[config.mk]
export PLATFORM = sky130hd
export DESIGN_NAME = serial_bank_switch_mapper_core_flat
export DESIGN_NICKNAME = d
export VERILOG_FILES = /design/src/sbsm_pkg.sv /design/src/sbsm_if.sv /design/src/sbsm_front.sv /design/src/sbsm_queue.sv /design/src/sbsm_back.sv /design/src/serial_bank_switch_mapper_core.sv /design/src/flat_wrapper.sv
export SDC_FILE = /design/constraint.sdc
export NUM_CORES = 1
export LEC_CHECK = 0
export ABC_AREA = 0
export ABC_CLOCK_PERIOD_IN_PS = 12400
export BUFFER_PORTS_ARGS = -buffer_cell sky130_fd_sc_hd__buf_2
export CORE_AREA = 2 2 119 121
export CTS_CLUSTER_SIZE = 12
export DETAILED_ROUTE_END_ITERATION = 8
export DIE_AREA = 0 0 121 123
export GPL_TIMING_DRIVEN = 0
export PLACE_DENSITY = 0.68
export SETUP_SLACK_MARGIN = 0.02
export SLEW_MARGIN = 40
export SYNTH_ARGS = -nofsm -noshare
export SYNTH_HDL_FRONTEND = slang
export SYNTH_SLANG_ARGS = --single-unit
[constraint.sdc]
create_clock -name clk_i -period 12.4 [get_ports clk_i]
set_input_delay 2.48 -clock clk_i [delete_from_list [all_inputs] [get_ports clk_i]]
set_output_delay 2.48 -clock clk_i [all_outputs]
set_load 0.02 [all_outputs]
[src/sbsm_pkg.sv]
package sbsm_pkg;

  localparam int unsigned CfgIdxW = 1;
  localparam int unsigned CfgW    = 5;
  localparam int unsigned OpW     = 2;
  localparam int unsigned AddrW   = 16;
  localparam int unsigned DataW   = 8;
  localparam int unsigned MaddrW  = 18;
  localparam int unsigned RegW    = 5;
  localparam int unsigned MirW    = 2;
  localparam int unsigned QDepth  = 2;
  localparam int unsigned QPtrW   = 1;
  localparam int unsigned QCntW   = 2;

  localparam logic [CfgIdxW-1:0] CfgPrgBanks = 1'd0;
  localparam logic [CfgIdxW-1:0] CfgChrBanks = 1'd1;

  localparam logic [OpW-1:0] OpCpuRd = 2'd0;
  localparam logic [OpW-1:0] OpCpuWr = 2'd1;
  localparam logic [OpW-1:0] OpPpuRd = 2'd2;
  localparam logic [OpW-1:0] OpPpuWr = 2'd3;

  localparam logic [1:0] SelControl = 2'd0;
  localparam logic [1:0] SelChrLow  = 2'd1;
  localparam logic [1:0] SelChrHigh = 2'd2;
  localparam logic [1:0] SelPrgBank = 2'd3;

  localparam logic [RegW-1:0] LoadShiftInit = 5'h10;
  localparam logic [RegW-1:0] ControlInit   = 5'h0C;
  localparam logic [RegW-1:0] ControlFixHi  = 5'h0C;
  localparam logic [CfgW-1:0] PrgBanksInit  = 5'd16;
  localparam logic [CfgW-1:0] ChrBanksInit  = 5'd0;
  localparam logic [CfgW-1:0] MaxBanks      = 5'd16;

  typedef enum logic [2:0] {
    TgtNone   = 3'd0,
    TgtPrgRom = 3'd1,
    TgtPrgRam = 3'd2,
    TgtChrRom = 3'd3,
    TgtChrRam = 3'd4
  } target_e;

  typedef enum logic [2:0] {
    KindNone     = 3'd0,
    KindPrgRam   = 3'd1,
    KindPrgRom   = 3'd2,
    KindRegReset = 3'd3,
    KindRegShift = 3'd4,
    KindChr      = 3'd5
  } kind_e;

  typedef struct packed {
    kind_e            kind;
    logic [AddrW-1:0] addr;
    logic             data0;
    logic             wr;
  } job_t;

  // Restoring remainder of a 5-bit value by a nonzero modulus of up to 32.
  function automatic logic [RegW-1:0] mod_small(input logic [RegW-1:0] a,
                                                input logic [RegW:0] m);
    logic [10:0] rem;
    logic [10:0] sub;
    rem = {6'd0, a};
    sub = '0;
    for (int i = 4; i >= 0; i--) begin
      sub = {5'd0, m} << i;
      if (rem >= sub) begin
        rem = rem - sub;
      end
    end
    return rem[RegW-1:0];
  endfunction

endpackage

[src/sbsm_if.sv]
interface sbsm_in_if;
  logic        valid;
  logic        ready;
  logic [1:0]  opcode;
  logic [15:0] bus_address;
  logic [7:0]  write_data;

  modport source (output valid, output opcode, output bus_address, output write_data,
                  input ready);
  modport sink (input valid, input opcode, input bus_address, input write_data,
                output ready);
endinterface

interface sbsm_out_if;
  logic        valid;
  logic        ready;
  logic [2:0]  target;
  logic [17:0] mem_address;
  logic        write_enable;
  logic [1:0]  mirroring;
  logic        mirroring_update;

  modport source (output valid, output target, output mem_address, output write_enable,
                  output mirroring, output mirroring_update, input ready);
  modport sink (input valid, input target, input mem_address, input write_enable,
                input mirroring, input mirroring_update, output ready);
endinterface

[src/sbsm_front.sv]
module sbsm_front (
  sbsm_in_if.sink       in_i,
  input  logic          full_i,
  output logic          push_o,
  output sbsm_pkg::job_t job_o
);
  import sbsm_pkg::*;

  kind_e kind;

  assign in_i.ready = !full_i;
  assign push_o     = in_i.valid && !full_i;

  always_comb begin
    kind = KindNone;
    if (!in_i.opcode[1]) begin
      if (in_i.bus_address[15]) begin
        if (in_i.opcode == OpCpuRd) begin
          kind = KindPrgRom;
        end else if (in_i.write_data[7]) begin
          kind = KindRegReset;
        end else begin
          kind = KindRegShift;
        end
      end else if (in_i.bus_address[14:13] == 2'b11) begin
        kind = KindPrgRam;
      end
    end else if (in_i.bus_address[15:13] == 3'd0) begin
      kind = KindChr;
    end
  end

  assign job_o.kind  = kind;
  assign job_o.addr  = in_i.bus_address;
  assign job_o.data0 = in_i.write_data[0];
  assign job_o.wr    = (in_i.opcode == OpCpuWr) || (in_i.opcode == OpPpuWr);

endmodule

[src/sbsm_queue.sv]
module sbsm_queue (
  input  logic           clk_i,
  input  logic           rst_ni,
  input  logic           push_i,
  input  sbsm_pkg::job_t job_i,
  output logic           full_o,
  input  logic           pop_i,
  output logic           empty_o,
  output sbsm_pkg::job_t job_o
);
  import sbsm_pkg::*;

  job_t             mem_q [QDepth];
  logic [QPtrW-1:0] wr_ptr_q, wr_ptr_d;
  logic [QPtrW-1:0] rd_ptr_q, rd_ptr_d;
  logic [QCntW-1:0] cnt_q, cnt_d;

  assign full_o  = (cnt_q == QCntW'(QDepth));
  assign empty_o = (cnt_q == '0);
  assign job_o   = mem_q[rd_ptr_q];

  always_comb begin
    wr_ptr_d = push_i ? wr_ptr_q + 1'b1 : wr_ptr_q;
    rd_ptr_d = pop_i ? rd_ptr_q + 1'b1 : rd_ptr_q;
    cnt_d    = cnt_q + QCntW'(push_i) - QCntW'(pop_i);
  end

  always_ff @(posedge clk_i or negedge rst_ni) begin
    if (!rst_ni) begin
      wr_ptr_q <= '0;
      rd_ptr_q <= '0;
      cnt_q    <= '0;
    end else begin
      wr_ptr_q <= wr_ptr_d;
      rd_ptr_q <= rd_ptr_d;
      cnt_q    <= cnt_d;
    end
  end

  always_ff @(posedge clk_i) begin
    if (push_i) begin
      mem_q[wr_ptr_q] <= job_i;
    end
  end

endmodule

[src/sbsm_back.sv]
module sbsm_back (
  input  logic                          clk_i,
  input  logic                          rst_ni,
  input  logic                          cfg_we_i,
  input  logic [sbsm_pkg::CfgIdxW-1:0] cfg_index_i,
  input  logic [sbsm_pkg::CfgW-1:0]    cfg_wdata_i,
  input  logic                          empty_i,
  input  sbsm_pkg::job_t                job_i,
  output logic                          pop_o,
  sbsm_out_if.source                    out_o
);
  import sbsm_pkg::*;

  logic [CfgW-1:0]   prg_cfg_q, chr_cfg_q;
  logic [RegW-1:0]   shift_q, shift_d;
  logic [RegW-1:0]   ctrl_q, ctrl_d;
  logic [RegW-1:0]   chr_lo_q, chr_lo_d;
  logic [RegW-1:0]   chr_hi_q, chr_hi_d;
  logic [RegW-1:0]   prg_q, prg_d;
  logic              out_valid_q;
  target_e           tgt_q, tgt_d;
  logic [MaddrW-1:0] maddr_q, maddr_d;
  logic              we_q, we_d;
  logic [MirW-1:0]   mir_q;
  logic              upd_q, upd_d;

  logic [CfgW-1:0]   prg_n, chr_n;
  logic [RegW-1:0]   mod_a, mod_r, chr_bank, shift_nxt;
  logic [RegW:0]     mod_m;
  logic [1:0]        prg_layout;
  logic              upper;

  assign pop_o    = !empty_i && (!out_valid_q || out_o.ready);
  assign prg_layout = ctrl_q[3:2];
  assign upper    = job_i.addr[14];
  assign chr_bank = job_i.addr[12] ? chr_hi_q : chr_lo_q;
  assign shift_nxt = {job_i.data0, shift_q[RegW-1:1]};

  always_comb begin
    if (prg_cfg_q == '0) begin
      prg_n = CfgW'(1);
    end else if (prg_cfg_q > MaxBanks) begin
      prg_n = MaxBanks;
    end else begin
      prg_n = prg_cfg_q;
    end
    chr_n = (chr_cfg_q > MaxBanks) ? MaxBanks : chr_cfg_q;
  end

  always_comb begin
    mod_a = '0;
    mod_m = (RegW+1)'(1);
    if (job_i.kind == KindPrgRom) begin
      unique case (prg_layout)
        2'd0, 2'd1: begin
          mod_a = {2'b00, prg_q[3:1]};
          mod_m = (prg_n[4:1] == '0) ? (RegW+1)'(1) : {2'b00, prg_n[4:1]};
        end
        2'd2: begin
          mod_a = upper ? {1'b0, prg_q[3:0]} : '0;
          mod_m = {1'b0, prg_n};
        end
        default: begin
          mod_a = upper ? prg_n - 1'b1 : {1'b0, prg_q[3:0]};
          mod_m = {1'b0, prg_n};
        end
      endcase
    end else if (job_i.kind == KindChr && chr_n != '0) begin
      if (!ctrl_q[4]) begin
        mod_a = {1'b0, chr_lo_q[4:1]};
        mod_m = {1'b0, chr_n};
      end else begin
        mod_a = chr_bank;
        mod_m = {chr_n, 1'b0};
      end
    end
  end

  assign mod_r = mod_small(mod_a, mod_m);

  always_comb begin
    shift_d  = shift_q;
    ctrl_d   = ctrl_q;
    chr_lo_d = chr_lo_q;
    chr_hi_d = chr_hi_q;
    prg_d    = prg_q;
    tgt_d    = TgtNone;
    maddr_d  = '0;
    we_d     = 1'b0;
    upd_d    = 1'b0;
    unique case (job_i.kind)
      KindPrgRam: begin
        tgt_d   = TgtPrgRam;
        maddr_d = {5'd0, job_i.addr[12:0]};
        we_d    = job_i.wr;
      end
      KindPrgRom: begin
        tgt_d = TgtPrgRom;
        if (!prg_layout[1]) begin
          maddr_d = (prg_n == CfgW'(1)) ? {4'd0, job_i.addr[13:0]}
                                        : {mod_r[2:0], job_i.addr[14:0]};
        end else begin
          maddr_d = {mod_r[3:0], job_i.addr[13:0]};
        end
      end
      KindRegReset: begin
        shift_d = LoadShiftInit;
        ctrl_d  = ctrl_q | ControlFixHi;
      end
      KindRegShift: begin
        if (shift_q[0]) begin
          shift_d = LoadShiftInit;
          unique case (job_i.addr[14:13])
            SelControl: begin
              ctrl_d = shift_nxt;
              upd_d  = 1'b1;
            end
            SelChrLow:  chr_lo_d = shift_nxt;
            SelChrHigh: chr_hi_d = shift_nxt;
            default:    prg_d = shift_nxt;
          endcase
        end else begin
          shift_d = shift_nxt;
        end
      end
      KindChr: begin
        if (chr_n == '0) begin
          tgt_d = TgtChrRam;
          we_d  = job_i.wr;
          maddr_d = ctrl_q[4] ? {5'd0, chr_bank[0], job_i.addr[11:0]}
                              : {5'd0, job_i.addr[12:0]};
        end else begin
          tgt_d = TgtChrRom;
          maddr_d = ctrl_q[4] ? {1'b0, mod_r, job_i.addr[11:0]}
                              : {1'b0, mod_r[3:0], job_i.addr[12:0]};
        end
      end
      default: begin
        tgt_d = TgtNone;
      end
    endcase
  end

  always_ff @(posedge clk_i or negedge rst_ni) begin
    if (!rst_ni) begin
      prg_cfg_q   <= PrgBanksInit;
      chr_cfg_q   <= ChrBanksInit;
      shift_q     <= LoadShiftInit;
      ctrl_q      <= ControlInit;
      chr_lo_q    <= '0;
      chr_hi_q    <= '0;
      prg_q       <= '0;
      out_valid_q <= 1'b0;
    end else begin
      if (cfg_we_i) begin
        unique case (cfg_index_i)
          CfgPrgBanks: prg_cfg_q <= cfg_wdata_i;
          default:     chr_cfg_q <= cfg_wdata_i;
        endcase
      end
      if (pop_o) begin
        shift_q     <= shift_d;
        ctrl_q      <= ctrl_d;
        chr_lo_q    <= chr_lo_d;
        chr_hi_q    <= chr_hi_d;
        prg_q       <= prg_d;
        out_valid_q <= 1'b1;
      end else if (out_o.ready) begin
        out_valid_q <= 1'b0;
      end
    end
  end

  always_ff @(posedge clk_i) begin
    if (pop_o) begin
      tgt_q   <= tgt_d;
      maddr_q <= maddr_d;
      we_q    <= we_d;
      mir_q   <= ctrl_d[1:0];
      upd_q   <= upd_d;
    end
  end

  assign out_o.valid            = out_valid_q;
  assign out_o.target           = tgt_q;
  assign out_o.mem_address      = maddr_q;
  assign out_o.write_enable     = we_q;
  assign out_o.mirroring        = mir_q;
  assign out_o.mirroring_update = upd_q;

endmodule

[src/serial_bank_switch_mapper_core.sv]
// Address translator for a serial bank-switch cartridge mapper.
// Each beat on in_i is one CPU or PPU bus access: opcode, bus address and
// write data. Each accepted beat yields exactly one beat on out_o with the
// target memory, the byte address in it, its write enable and the current
// mirroring mode, plus a flag when the access committed the control register.
// The two configuration registers, program and character ROM bank counts,
// are written through cfg_we_i, cfg_index_i and cfg_wdata_i; the user must
// write them only while no access is in flight (not enforced by the block).
// A front stage classifies each access and writes it into a two-entry
// queue; a back stage holds the mapper registers, translates one access per
// cycle while the receiver takes its beats, and registers the result. An
// accepted access goes through the queue, then the output register; the
// rate of one access per cycle comes from the single translation step.
// When the receiver stalls, the output register holds its beat, the queue
// fills, and in_i.ready drops once both queue entries are taken.
// Reset empties the queue and output register, sets the bank counts to 16
// and 0, the load register to its marker and the control register to 0x0C.
module serial_bank_switch_mapper_core (
  input  logic                          clk_i,
  input  logic                          rst_ni,
  input  logic                          cfg_we_i,
  input  logic [sbsm_pkg::CfgIdxW-1:0] cfg_index_i,
  input  logic [sbsm_pkg::CfgW-1:0]    cfg_wdata_i,
  sbsm_in_if.sink                       in_i,
  sbsm_out_if.source                    out_o
);
  import sbsm_pkg::*;

  logic push, pop, full, empty;
  job_t job_in, job_out;

  sbsm_front u_front (
    .in_i   (in_i),
    .full_i (full),
    .push_o (push),
    .job_o  (job_in)
  );

  sbsm_queue u_queue (
    .clk_i   (clk_i),
    .rst_ni  (rst_ni),
    .push_i  (push),
    .job_i   (job_in),
    .full_o  (full),
    .pop_i   (pop),
    .empty_o (empty),
    .job_o   (job_out)
  );

  sbsm_back u_back (
    .clk_i       (clk_i),
    .rst_ni      (rst_ni),
    .cfg_we_i    (cfg_we_i),
    .cfg_index_i (cfg_index_i),
    .cfg_wdata_i (cfg_wdata_i),
    .empty_i     (empty),
    .job_i       (job_out),
    .pop_o       (pop),
    .out_o       (out_o)
  );

endmodule

[src/flat_wrapper.sv]
// flat-port wrapper written by rule: the top's interface ports become plain ports
module serial_bank_switch_mapper_core_flat import sbsm_pkg::*;
  (clk_i, rst_ni, cfg_we_i, cfg_index_i, cfg_wdata_i, in_i_valid, in_i_opcode, in_i_bus_address, in_i_write_data, in_i_ready, out_o_valid, out_o_target, out_o_mem_address, out_o_write_enable, out_o_mirroring, out_o_mirroring_update, out_o_ready);
  sbsm_in_if in_i_i ();
  sbsm_out_if out_o_i ();
  input  logic clk_i;
  input  logic rst_ni;
  input  logic cfg_we_i;
  input  logic [sbsm_pkg::CfgIdxW-1:0] cfg_index_i;
  input  logic [sbsm_pkg::CfgW-1:0] cfg_wdata_i;
  input wire logic [$bits(in_i_i.valid)-1:0] in_i_valid;
  input wire logic [$bits(in_i_i.opcode)-1:0] in_i_opcode;
  input wire logic [$bits(in_i_i.bus_address)-1:0] in_i_bus_address;
  input wire logic [$bits(in_i_i.write_data)-1:0] in_i_write_data;
  output wire logic [$bits(in_i_i.ready)-1:0] in_i_ready;
  output wire logic [$bits(out_o_i.valid)-1:0] out_o_valid;
  output wire logic [$bits(out_o_i.target)-1:0] out_o_target;
  output wire logic [$bits(out_o_i.mem_address)-1:0] out_o_mem_address;
  output wire logic [$bits(out_o_i.write_enable)-1:0] out_o_write_enable;
  output wire logic [$bits(out_o_i.mirroring)-1:0] out_o_mirroring;
  output wire logic [$bits(out_o_i.mirroring_update)-1:0] out_o_mirroring_update;
  input wire logic [$bits(out_o_i.ready)-1:0] out_o_ready;
  assign in_i_i.valid = in_i_valid;
  assign in_i_i.opcode = in_i_opcode;
  assign in_i_i.bus_address = in_i_bus_address;
  assign in_i_i.write_data = in_i_write_data;
  assign in_i_ready = in_i_i.ready;
  assign out_o_valid = out_o_i.valid;
  assign out_o_target = out_o_i.target;
  assign out_o_mem_address = out_o_i.mem_address;
  assign out_o_write_enable = out_o_i.write_enable;
  assign out_o_mirroring = out_o_i.mirroring;
  assign out_o_mirroring_update = out_o_i.mirroring_update;
  assign out_o_i.ready = out_o_ready;
  serial_bank_switch_mapper_core u_core (.clk_i(clk_i), .rst_ni(rst_ni), .cfg_we_i(cfg_we_i), .cfg_index_i(cfg_index_i), .cfg_wdata_i(cfg_wdata_i), .in_i(in_i_i), .out_o(out_o_i));
endmodule
-- After elaboration in Yosys (flattened, before gate mapping)
Memories as Yosys holds them, arrays and structs flattened.
Cells that the tools add are included.
- bits in writable memories: 42
- memories kept: 1
- word-level logic and storage cells: 131
- input port bits: 37
- output and inout port bits: 27
- register bits after elaboration: 64
- mux-type cells: 46
- $add $sub $neg: 10
- reductions and logical operators: 30
- equality and inequality tests: 16
- bitwise operators: 3
- $lt $le $gt $ge: 7
- memories (name ; words ; bits a word ; read ports ; clocked after Yosys merged registers in ; write ports ; RTL line ; RTL):
    u_core.u_queue.mem_q ; 2 ; 21 ; 1 ; 0 ; 1 ; sbsm_queue.sv:13 ; job_t mem_q [QDepth];
- operators by type and width (operator ; count):
    $mux W5 ; 13
    $pmux W18 S3 ; 1
    $mux W11 ; 4
    $mux W18 ; 2
    $mux W17 ; 2
    $pmux W5 S2 ; 3
    $mux W3 ; 6
    $mux W6 ; 3
    $reduce_and A4 Y1 ; 4
    $mux W13 ; 1
    $ge A11 B6 Y1 ; 1
    $ge A11 B7 Y1 ; 1
    $ge A11 B8 Y1 ; 1
    $ge A11 B9 Y1 ; 1
    $sub A11 B7 Y11 ; 1
    $sub A11 B8 Y11 ; 1
    $sub A11 B9 Y11 ; 1
    $sub A5 B10 Y11 ; 1
    $eq A2 B2 Y1 const B ; 5
    $ge A5 B10 Y1 ; 1
    $gt A5 B5 Y1 const B ; 2
    $logic_not A5 Y1 ; 2
    $pmux W3 S3 ; 1
    $logic_not A2 Y1 ; 4
    27 further kinds ; 50

-- Logic depth before layout (Yosys ltp)
Gate-level depths: netlist (run 1).
- depth after elaboration: 20
- depth in mapped cells: 59

-- Cells and area by module
From an unflattened synthesis (run 1), not the netlist that was laid out.
- cell total of the unflattened synthesis: 599
- area, all modules: 6701.4 µm²
- by module, submodules not included (module ; area an instance (µm²) ; cells an instance ; seq. area each (µm²) ; instances):
    sbsm_back ; 4787.1 ; 491 ; 1631.6 ; 1
    sbsm_queue ; 1716.6 ; 80 ; 1361.3 ; 1
    sbsm_front ; 197.7 ; 28 ; 0.0 ; 1

-- Worst setup path before layout (run 1)
No wires, ideal clock.
- path kind: reg2reg
- start: reg u_core.u_back.ctrl_q[3]
- end: reg u_core.u_back.maddr_q[15] (netlist: u_core.u_back.out_o.mem_address[15]) (data pin)
- slack: 2184 ps
- clock period less this slack: 10216 ps
- cell stages (with the launch flop): 53
- data arrival time: 10072 ps
- path buffers: 3
- cells stage by stage: dfstp_2 -> clkbuf_1 -> clkbuf_1 -> mux2_2 -> o21ai_0 -> a21oi_1 -> ha_1 -> inv_1 -> a211oi_1 -> a41oi_4 -> nor2_1 -> and2_1 -> ha_1 -> nor2b_1 -> o31ai_1 -> a21o_1 -> o211ai_2 -> nor2_1 -> (+17 left out) -> a41oi_1 -> nand4_1 -> mux2_2 -> inv_1 -> ha_1 -> o21ai_0 -> a21boi_0 -> o21ai_0 -> nand2b_1 -> a21o_1 -> a21oi_1 -> o311a_1 -> and2_1 -> o311a_1 -> buf_6 -> mux2_4 -> mux2_2 -> o21ai_1
- longest elaborated chain between the ends: 17
- elaborated cells on any way between the ends: 28
- those cells by class: 5 x add/sub; 5 x order compare; 2 x eq/ne; 14 x mux; 2 x reduce/logical
- RTL lines (element ; RTL line ; RTL):
    start: declaration ; sbsm_back.sv:16 ; logic [RegW-1:0] ctrl_q, ctrl_d;
    start signal: assignment ; sbsm_back.sv:149 ; ctrl_q <= ControlInit;
    start signal: assignment ; sbsm_back.sv:163 ; ctrl_q <= ctrl_d;
    $eq A2 B1 Y1 or $logic_not A2 Y1 (tied branches) ; sbsm_back.sv:54 ; unique case (prg_layout)
    $reduce_or A2 Y1 ; sbsm_back.sv:54 ;
    $pmux W5 S2 or $mux W5 (tied branches) ; sbsm_back.sv:54 ;
    $mux W5 or $mux W6 (tied branches) ; sbsm_back.sv:53 ; if (job_i.kind == KindPrgRom) begin
    $sub A5 B10 Y11 or $ge A5 B10 Y1 (tied branches) ; sbsm_pkg.sv:69, sbsm_pkg.sv:68 ;
    $mux W11 ; sbsm_pkg.sv:68 ; if (rem >= sub) begin
    $sub A11 B9 Y11 or $ge A11 B9 Y1 (tied branches) ; sbsm_pkg.sv:69, sbsm_pkg.sv:68 ;
    $mux W11 ; sbsm_pkg.sv:68 ;
    (+2 left out) ; -- ;
    $sub A11 B7 Y11 or $ge A11 B7 Y1 (tied branches) ; sbsm_pkg.sv:69, sbsm_pkg.sv:68 ;
    $mux W11 ; sbsm_pkg.sv:68 ;
    $ge A11 B6 Y1 or $sub A5 B5 Y5 (tied branches) ; sbsm_pkg.sv:68, sbsm_pkg.sv:69 ;
    $mux W5 ; sbsm_pkg.sv:68 ;
    $mux W17 or $mux W18 (tied branches) ; sbsm_back.sv:134, sbsm_back.sv:100 ;
    $mux W17 or $mux W18 (tied branches) ; sbsm_back.sv:127, sbsm_back.sv:99 ;
    $pmux W18 S3 (*) ; sbsm_back.sv:91 ; unique case (job_i.kind)
    net u_core.u_back.maddr_d[15] ; sbsm_back.sv:22 ; logic [MaddrW-1:0] maddr_q, maddr_d;
    end signal: assignment ; sbsm_back.sv:177 ; maddr_q <= maddr_d;
    end: declaration ; sbsm_back.sv:22 ;
The timed path passes the listed nets; every way through them passes the cells marked *.
A chain may end at the register's enable or synchronous reset.

-- Worst setup path in the final report (run 1)
- start: reg u_core.u_back.chr_cfg_q[4]
- end: reg u_core.u_back.maddr_q[14] (netlist: u_core.u_back.out_o.mem_address[14]) (data pin)
- longest elaborated chain between the ends: 19
- elaborated cells on any way between the ends: 29
- those cells by class: 5 x add/sub; 6 x order compare; 15 x mux; 3 x reduce/logical
- RTL lines (element ; RTL line ; RTL):
    start: declaration ; sbsm_back.sv:14 ; logic [CfgW-1:0] prg_cfg_q, chr_cfg_q;
    start signal: assignment ; sbsm_back.sv:147 ; chr_cfg_q <= ChrBanksInit;
    start signal: assignment ; sbsm_back.sv:158 ; default: chr_cfg_q <= cfg_wdata_i;
    $gt A5 B5 Y1 ; sbsm_back.sv:47 ; chr_n = (chr_cfg_q > MaxBanks) ? MaxBanks : chr_cfg_q;
    $mux W5 (*) ; sbsm_back.sv:47 ;
    $reduce_bool A5 Y1 ; sbsm_back.sv:68 ; end else if (job_i.kind == KindChr && chr_n != '0) begin
    $logic_and A1 B1 Y1 ; sbsm_back.sv:68 ;
    $mux W5 or $mux W6 (tied branches) ; sbsm_back.sv:68 ;
    $mux W5 or $mux W6 (tied branches) ; sbsm_back.sv:53 ;
    $sub A5 B10 Y11 or $ge A5 B10 Y1 (tied branches) ; sbsm_pkg.sv:69, sbsm_pkg.sv:68 ;
    $mux W11 ; sbsm_pkg.sv:68 ;
    (+4 left out) ; -- ;
    $sub A11 B7 Y11 or $ge A11 B7 Y1 (tied branches) ; sbsm_pkg.sv:69, sbsm_pkg.sv:68 ;
    $mux W11 ; sbsm_pkg.sv:68 ;
    $ge A11 B6 Y1 or $sub A5 B5 Y5 (tied branches) ; sbsm_pkg.sv:68, sbsm_pkg.sv:69 ;
    $mux W5 ; sbsm_pkg.sv:68 ;
    $mux W17 ; sbsm_back.sv:134 ; maddr_d = ctrl_q[4] ? {1'b0, mod_r, job_i.addr[11:0]}
    $mux W17 ; sbsm_back.sv:127 ; if (chr_n == '0) begin
    $pmux W18 S3 (*) ; sbsm_back.sv:91 ;
    net u_core.u_back.maddr_d[14] ; sbsm_back.sv:22 ;
Marked as above.

==> results of run 1 <==
## final timing paths
path	start	endpoint	depth (start not counted)
worst min register to register	u_core.u_back.ctrl_q[1]	u_core.u_back.ctrl_q[1]	2
worst max register to register	u_core.u_back.chr_cfg_q[4]	u_core.u_back.out_o.mem_address[14]	54
min in group asynchronous	rst_ni	u_core.u_back.ctrl_q[1]	1
worst min-delay path	u_core.u_back.ctrl_q[1]	u_core.u_back.ctrl_q[1]	2
max in group asynchronous	rst_ni	u_core.u_back.prg_cfg_q[4]	1
worst max-delay path	u_core.u_back.chr_cfg_q[4]	u_core.u_back.out_o.mem_address[14]	54
## kinds of logic after synthesis
family / count (synthesis) / share of synthesized area
fa+ha+maj: 35 / 0.0702
simple gates: 196 / 0.165
buf+inv: 42 / 0.0266
compound gates: 138 / 0.153
flops: 104 / 0.441
mux: 73 / 0.121
xor+xnor: 17 / 0.0224
## stage by stage
stage	hold WS, ns	util
after floorplan	0.461	-
after global placement	0.475	0.526
after detailed placement	0.491	0.531
after CTS	0.521	0.552
after global routing	0.547	0.556
final	0.514	0.556
## routing by layer
layer / GRT usage / up-vias / share of wire
li1: - / 2420 / -
met1: 0.276 / 2457 / 0.44
met2: 0.368 / 143 / 0.50
met3: 0.0291 / 25 / 0.049
met4: 0.0661 / 0 / 0.017
met5: 0 / - / 0
## final cells by class
| cell class | count | share of cell area |
|---|---|---|
| clock buffer | 9 | 0.0298 |
| tap | 180 | 0.0298 |
| inverter | 26 | 0.0132 |
| sequential | 104 | 0.388 |
| multi-input combinational | 459 | 0.474 |
| clock inverter | 7 | 0.00893 |
| buffer | 15 | 0.00976 |
| timing repair buffer | 63 | 0.0470 |
## state kept, by name, indices dropped and copies added, names as in the netlist, 2 cells and up
name and cells:
u_core.u_queue.mem_q 40, u_core.u_back.out_o.mem_address 18, u_core.u_back.chr_cfg_q 5, u_core.u_back.chr_hi_q 5, u_core.u_back.chr_lo_q 5, u_core.u_back.ctrl_q 5, u_core.u_back.prg_cfg_q 5, u_core.u_back.shift_q 5
u_core.u_back.prg_q 4, u_core.u_back.out_o.target 3, u_core.u_back.out_o.mirroring 2, u_core.u_queue.cnt_q 2
## timing repair
| action | 4_1_cts | 5_1_grt |
|---|---|---|
| setup buffers | 0 | 3 |
| setup endpoints to repair | 0 | 6 |
| resized for setup | 0 | 9 |
| hold buffers | 0 | 0 |
| endpoints found under the hold margin | 0 | 0 |
## worst reg2reg max path: cells and delay by family (launching register included)
| family | cells | cell delay, ns |
|---|---|---|
| buf+inv | 6 | 0.76 |
| mux | 3 | 1.05 |
| flops | 1 | 0.36 |
| simple gates | 17 | 2.75 |
| fa+ha+maj | 5 | 1.47 |
| compound gates | 23 | 4.97 |
## cells in the final DEF, fill, tap and decap left out, drive strengths merged, types with 4 or more instances in the layout
cell type  count
ha            30
o21ai         27
dfstp          4
and2           7
nand2b         7
o22ai          4
clkbuf        20
inv           27
o21a           6
mux2          35
nor2          74
edfxtp        65
o31a           5
buf           67
a21oi         31
or2            5
nor2b         11
a22o           4
a21boi         7
nor3b          4
a211oi         4
dfrtp         35
a41oi          4
nand3         14
nor3          12
xor2           7
and3           7
a22oi          4
nand4          5
a21o           6
a31oi          7
mux2i         38
o211ai         5
fa             4
xnor2         10
nand2         31
==> key figures, run 1 <==
Status
  – Status: completed

Final layout
  – Register area: 0.00293 sq mm
  – Post-route cell area: 0.00756 sq mm
  – Final nets: 749
  – Multi-input gate area: 0.00358 sq mm
  – Layout cells sized above 1: 0.237
  – Diode count: 0
  – Fillers: 1184
  – Layout area overhead: 13.8%
  – Non-Filler Instances: 863

Logic synthesis
  – Post-synth EDFFs: 65
  – Leading area contributor after synthesis: edfxtp_1
  – Post-Synthesis Cell Area: 0.00664 sq mm
  – Post-Syn Instances: 605
  – Number of synthesized register bits: 104
  – Distinct cells, synth: 87
  – Synth top cells by count: nor2_1 (73), edfxtp_1 (65), mux2i_1 (36), dfrtp_1 (35), mux2_2 (32)
  – Sequential element share of the synthesized area: 0.441
  – Yosys top cell area share: 0.294
  – Avg Synthesized Cell Area: 11.0 sq um
  – Syn nets: 676
  – Yosys warnings: 0
  – Asr flop ratio synth: 0.375
  – Area contributors post-synth: edfxtp_1 (29%), dfrtp_1 (13%), ha_1 (5.6%), mux2i_1 (5.4%), mux2_2 (5.4%)
  – Most common cell in the netlist: nor2_1
  – Prevailing post-synth register cell: edfxtp_1

Placement
  – Post-place setup slack: 0.209 ns
  – Post-Place Cells: 845
  – Post-DP Area: 0.00722 sq mm
  – GPL Wtd Cong: 0.888
  – I/O Buffers: 57
  – DPL Wire Length: 11.4 mm

Detailed routing
  – Drt pass-1 iters: 5
  – Detail Route Antenna Nets: 0
  – Drt wl/cell: 17.8 microns
  – Drt initial violations: 324
  – Via count: 5045
  – Drt total wl: 15.4 mm
  – Via density: 5.85
  – DRC: 0

Global route
  – Vias in the first global route: 4955
  – Grt ovf: 0
  – Initial antenna violation count: 0
  – Tot GR Track Use: 0.212
  – Largest net degree at the start of global routing: 40
  – First-pass GRT wire length: 24.7 mm

Setup path
  – CP peak stage delay: 0.49 ns
  – Startpoint Class: flop
  – Crit Path Category: flop to flop
  – Worst EP required: 12.57 ns
  – Crit Path Max Fanout: 10
  – Delay-heaviest family, CP: compound AO/OA/AOI/OAI gates
  – Flop-to-flop setup slack: 0.87 ns
  – Worst path bufs/invs: 6
  – WP data arrival: 11.70 ns
  – Crit. End Element: flop
  – CP max-delay cell: a21oi_1
  – Most common cell type on the critical path: a21oi_1

Floorplanning
  – Core ar.: 0.0136 sq mm
  – Initial Utilization: 0.488
  – Die area: 0.0149 sq mm
  – Die W: 121 microns
  – DIE HEIGHT: 123 microns
  – Row Count: 43
  – # IOs: 64

STA
  – Final worst slack: 0.867 ns
  – Fmax: 0.0867 GHz
  – Worst Skew: 0.00826 ns
  – Slew Limit Fails: 0
  – Slew @ Worst Pin: 0.732 ns
  – Final Hold Viols: 0
  – RSZ-0062 raised after global routing: false
  – Period utilisation layout: 0.930
  – Worst rel slew slack: 0.507
  – Final min period: 11.53 ns
  – Setup TNS: 0 ns
  – Setup violators final: 0

Clocking
  – Worst skew pair latency: 0.35 ns
  – H-tree depth: 3
  – CTS root buf: clkbuf_16
  – CTS Buf Count: 9
  – Clock buffer depth: 2
  – Clock transition at path regs: 0.07 ns
  – CTS tree: built
  – CTS sink cnt: 104

Worst hold path
  – Worst hold path type: flop to flop

Flow run
  – Max-cap violations: 0
Power of run 1 is not shown: default switching activity piles up to over one toggle a cycle in this logic, so the estimate is an artifact.
==> run 2, diff against run 1 <==
--- a/config.mk
+++ b/config.mk
@@ -14,6 +14,7 @@
 export DIE_AREA = 0 0 121 123
 export GPL_TIMING_DRIVEN = 0
 export PLACE_DENSITY = 0.68
+export REMOVE_ABC_BUFFERS = 1
 export SETUP_SLACK_MARGIN = 0.02
 export SLEW_MARGIN = 40
 export SYNTH_ARGS = -nofsm -noshare
==> run 2 against run 1 <==
Effect of this change:
- critical path depth down 1
- final cell count down 1.5%
- global-route usage down 0.26 points
- non-clock buffer count down 13
- setup slack better by 0.019 ns
- critical path type unchanged
- routed wire length down 3.4%
==> key figures, run 2 (synthesis gave the netlist of run 1 again) <==
Setup path
  – Worst EP required: 12.58 ns
  – Crit Path Max Fanout: 22
  – Crit Path Category: flop to flop
  – Worst path bufs/invs: 6
  – CP max-delay cell: dfrtp_2
  – Most common cell type on the critical path: ha_1
  – Delay-heaviest family, CP: compound AO/OA/AOI/OAI gates
  – CP peak stage delay: 0.56 ns
  – WP data arrival: 11.69 ns
  – Crit. End Element: flop
  – Startpoint Class: flop

Floorplanning
  – DIE HEIGHT: 123 microns
  – Core ar.: 0.0136 sq mm
  – Row Count: 43
  – Die area: 0.0149 sq mm
  – # IOs: 64
  – Die W: 121 microns
  – Initial Utilization: 0.488

STA
  – Final Hold Slack: 0.521 ns
  – Worst rel slew slack: 0.416
  – Worst Skew: 0.00970 ns
  – Slew @ Worst Pin: 0.868 ns
  – RSZ-0062 raised after global routing: false
  – Setup violators final: 0
  – Fmax: 0.0868 GHz
  – Slew Limit Fails: 0
  – Period utilisation layout: 0.929
  – Final Hold Viols: 0
  – Final worst slack: 0.885 ns
  – Final min period: 11.51 ns

Global route
  – Largest net degree at the start of global routing: 40
  – Global-route track usage on met3: 0.0355
  – Top Usage Layer GRT: met2
  – Initial antenna violation count: 0
  – GRT met2 Usage: 0.369
  – Grt ovf: 0
  – First-pass GRT wire length: 24.4 mm
  – Tot GR Track Use: 0.209
  – Global routing usage on met1: 0.264
  – Vias in the first global route: 4918

Worst hold path
  – Worst hold path type: flop to flop

Final layout
  – Most frequent cells in the layout: nor2_1 (70), edfxtp_1 (65), buf_2 (56)
  – Register area: 0.00293 sq mm
  – Multi-input gate area: 0.00361 sq mm
  – Leading cell type in the layout, fill and taps excluded: nor2_1
  – Layout cells sized above 1: 0.248
  – Diode count: 0
  – Fillers: 1170
  – Largest register by flop count: u_core.u_queue.mem_q
  – Layout area overhead: 14.0%
  – Max reg flops: 40
  – Final nets: 736

Placement
  – Post-place setup slack: 0.0643 ns
  – GPL Wtd Cong: 0.898
  – DPL Wire Length: 11.3 mm
  – I/O Buffers: 57

Clocking
  – Hold buffer count at CTS: 0
  – Clock transition at path regs: 0.07 ns
  – H-tree depth: 3
  – CTS root buf: clkbuf_16
  – CTS tree: built
  – Clock buffer depth: 2
  – Worst skew pair latency: 0.35 ns
  – CTS Buf Count: 9
  – CTS sink cnt: 104

Detailed routing
  – Drt initial violations: 289
  – Via count: 4900
  – DRC: 0
  – Via density: 5.76
  – Drt total wl: 14.9 mm
  – Drt wl/cell: 17.5 microns
  – Detail Route Antenna Nets: 0
  – Drt pass-1 iters: 5

Flow run
  – Max-cap violations: 0

Status
  – Status: completed
-- run 2: final timing paths --
kind,from,endpoint,slack (ns),cells past startpoint
worst max-delay path,u_core.u_queue.rd_ptr_q,u_core.u_back.out_o.mem_address[14],0.89,53
worst min-delay path,u_core.u_back.chr_hi_q[3],u_core.u_back.chr_hi_q[3],0.52,1
worst max register to register,u_core.u_queue.rd_ptr_q,u_core.u_back.out_o.mem_address[14],0.89,53
worst min register to register,u_core.u_back.chr_hi_q[3],u_core.u_back.chr_hi_q[3],0.52,1
max in group asynchronous,rst_ni,u_core.u_queue.rd_ptr_q,9.94,1
min in group asynchronous,rst_ni,u_core.u_back.ctrl_q[1],2.08,1
-- run 2: stage by stage --
stage          std cells  area [sq um]  setup TNS, ns   util
6_report             850          7580              0  0.557
5_1_grt              850          7580              0  0.557
4_1_cts              846          7500              0  0.551
3_5_place_dp         830          7190              0  0.528
3_3_place_gp         826          7080         -0.841  0.520
2_1_floorplan        589          6570              0      -
-- run 2: what timing repair did --
item,in CTS,in global routing
resized for setup,1,12
buffers inserted,0,4
endpoints found under the setup margin,1,6
pin swaps,0,1
-- run 2: layout make-up --
class	count	area share
clock buffers	9	0.0297
clock inverters	7	0.0107
inverters	26	0.0132
multi-input cells	459	0.476
flip-flops and latches	104	0.387
well taps	180	0.0297
repair buffers	65	0.0532
-- run 2: worst reg2reg max path: cells and delay by family, from the launching register on --
| family | cells | cell delay [ns] |
|---|---|---|
| AO/OA/AOI/OAI | 20 | 4.09 |
| adder cells (fa/ha/maj) | 5 | 1.38 |
| multiplexers | 4 | 1.32 |
| buffers and inverters | 6 | 0.80 |
| AND/OR/NAND/NOR | 18 | 3.19 |
| flip-flops | 1 | 0.56 |
-- run 2: per-layer routing --
metal  wire length (microns)  vias to the layer above  part of all wire
li1                        -                     2395                 -
met3                     616                       21             0.041
met1                    6530                     2359              0.44
met2                    7530                      125              0.51
met5                       0                        -                 0
met4                     197                        0             0.013
Power of run 2 is left out for the same reason.
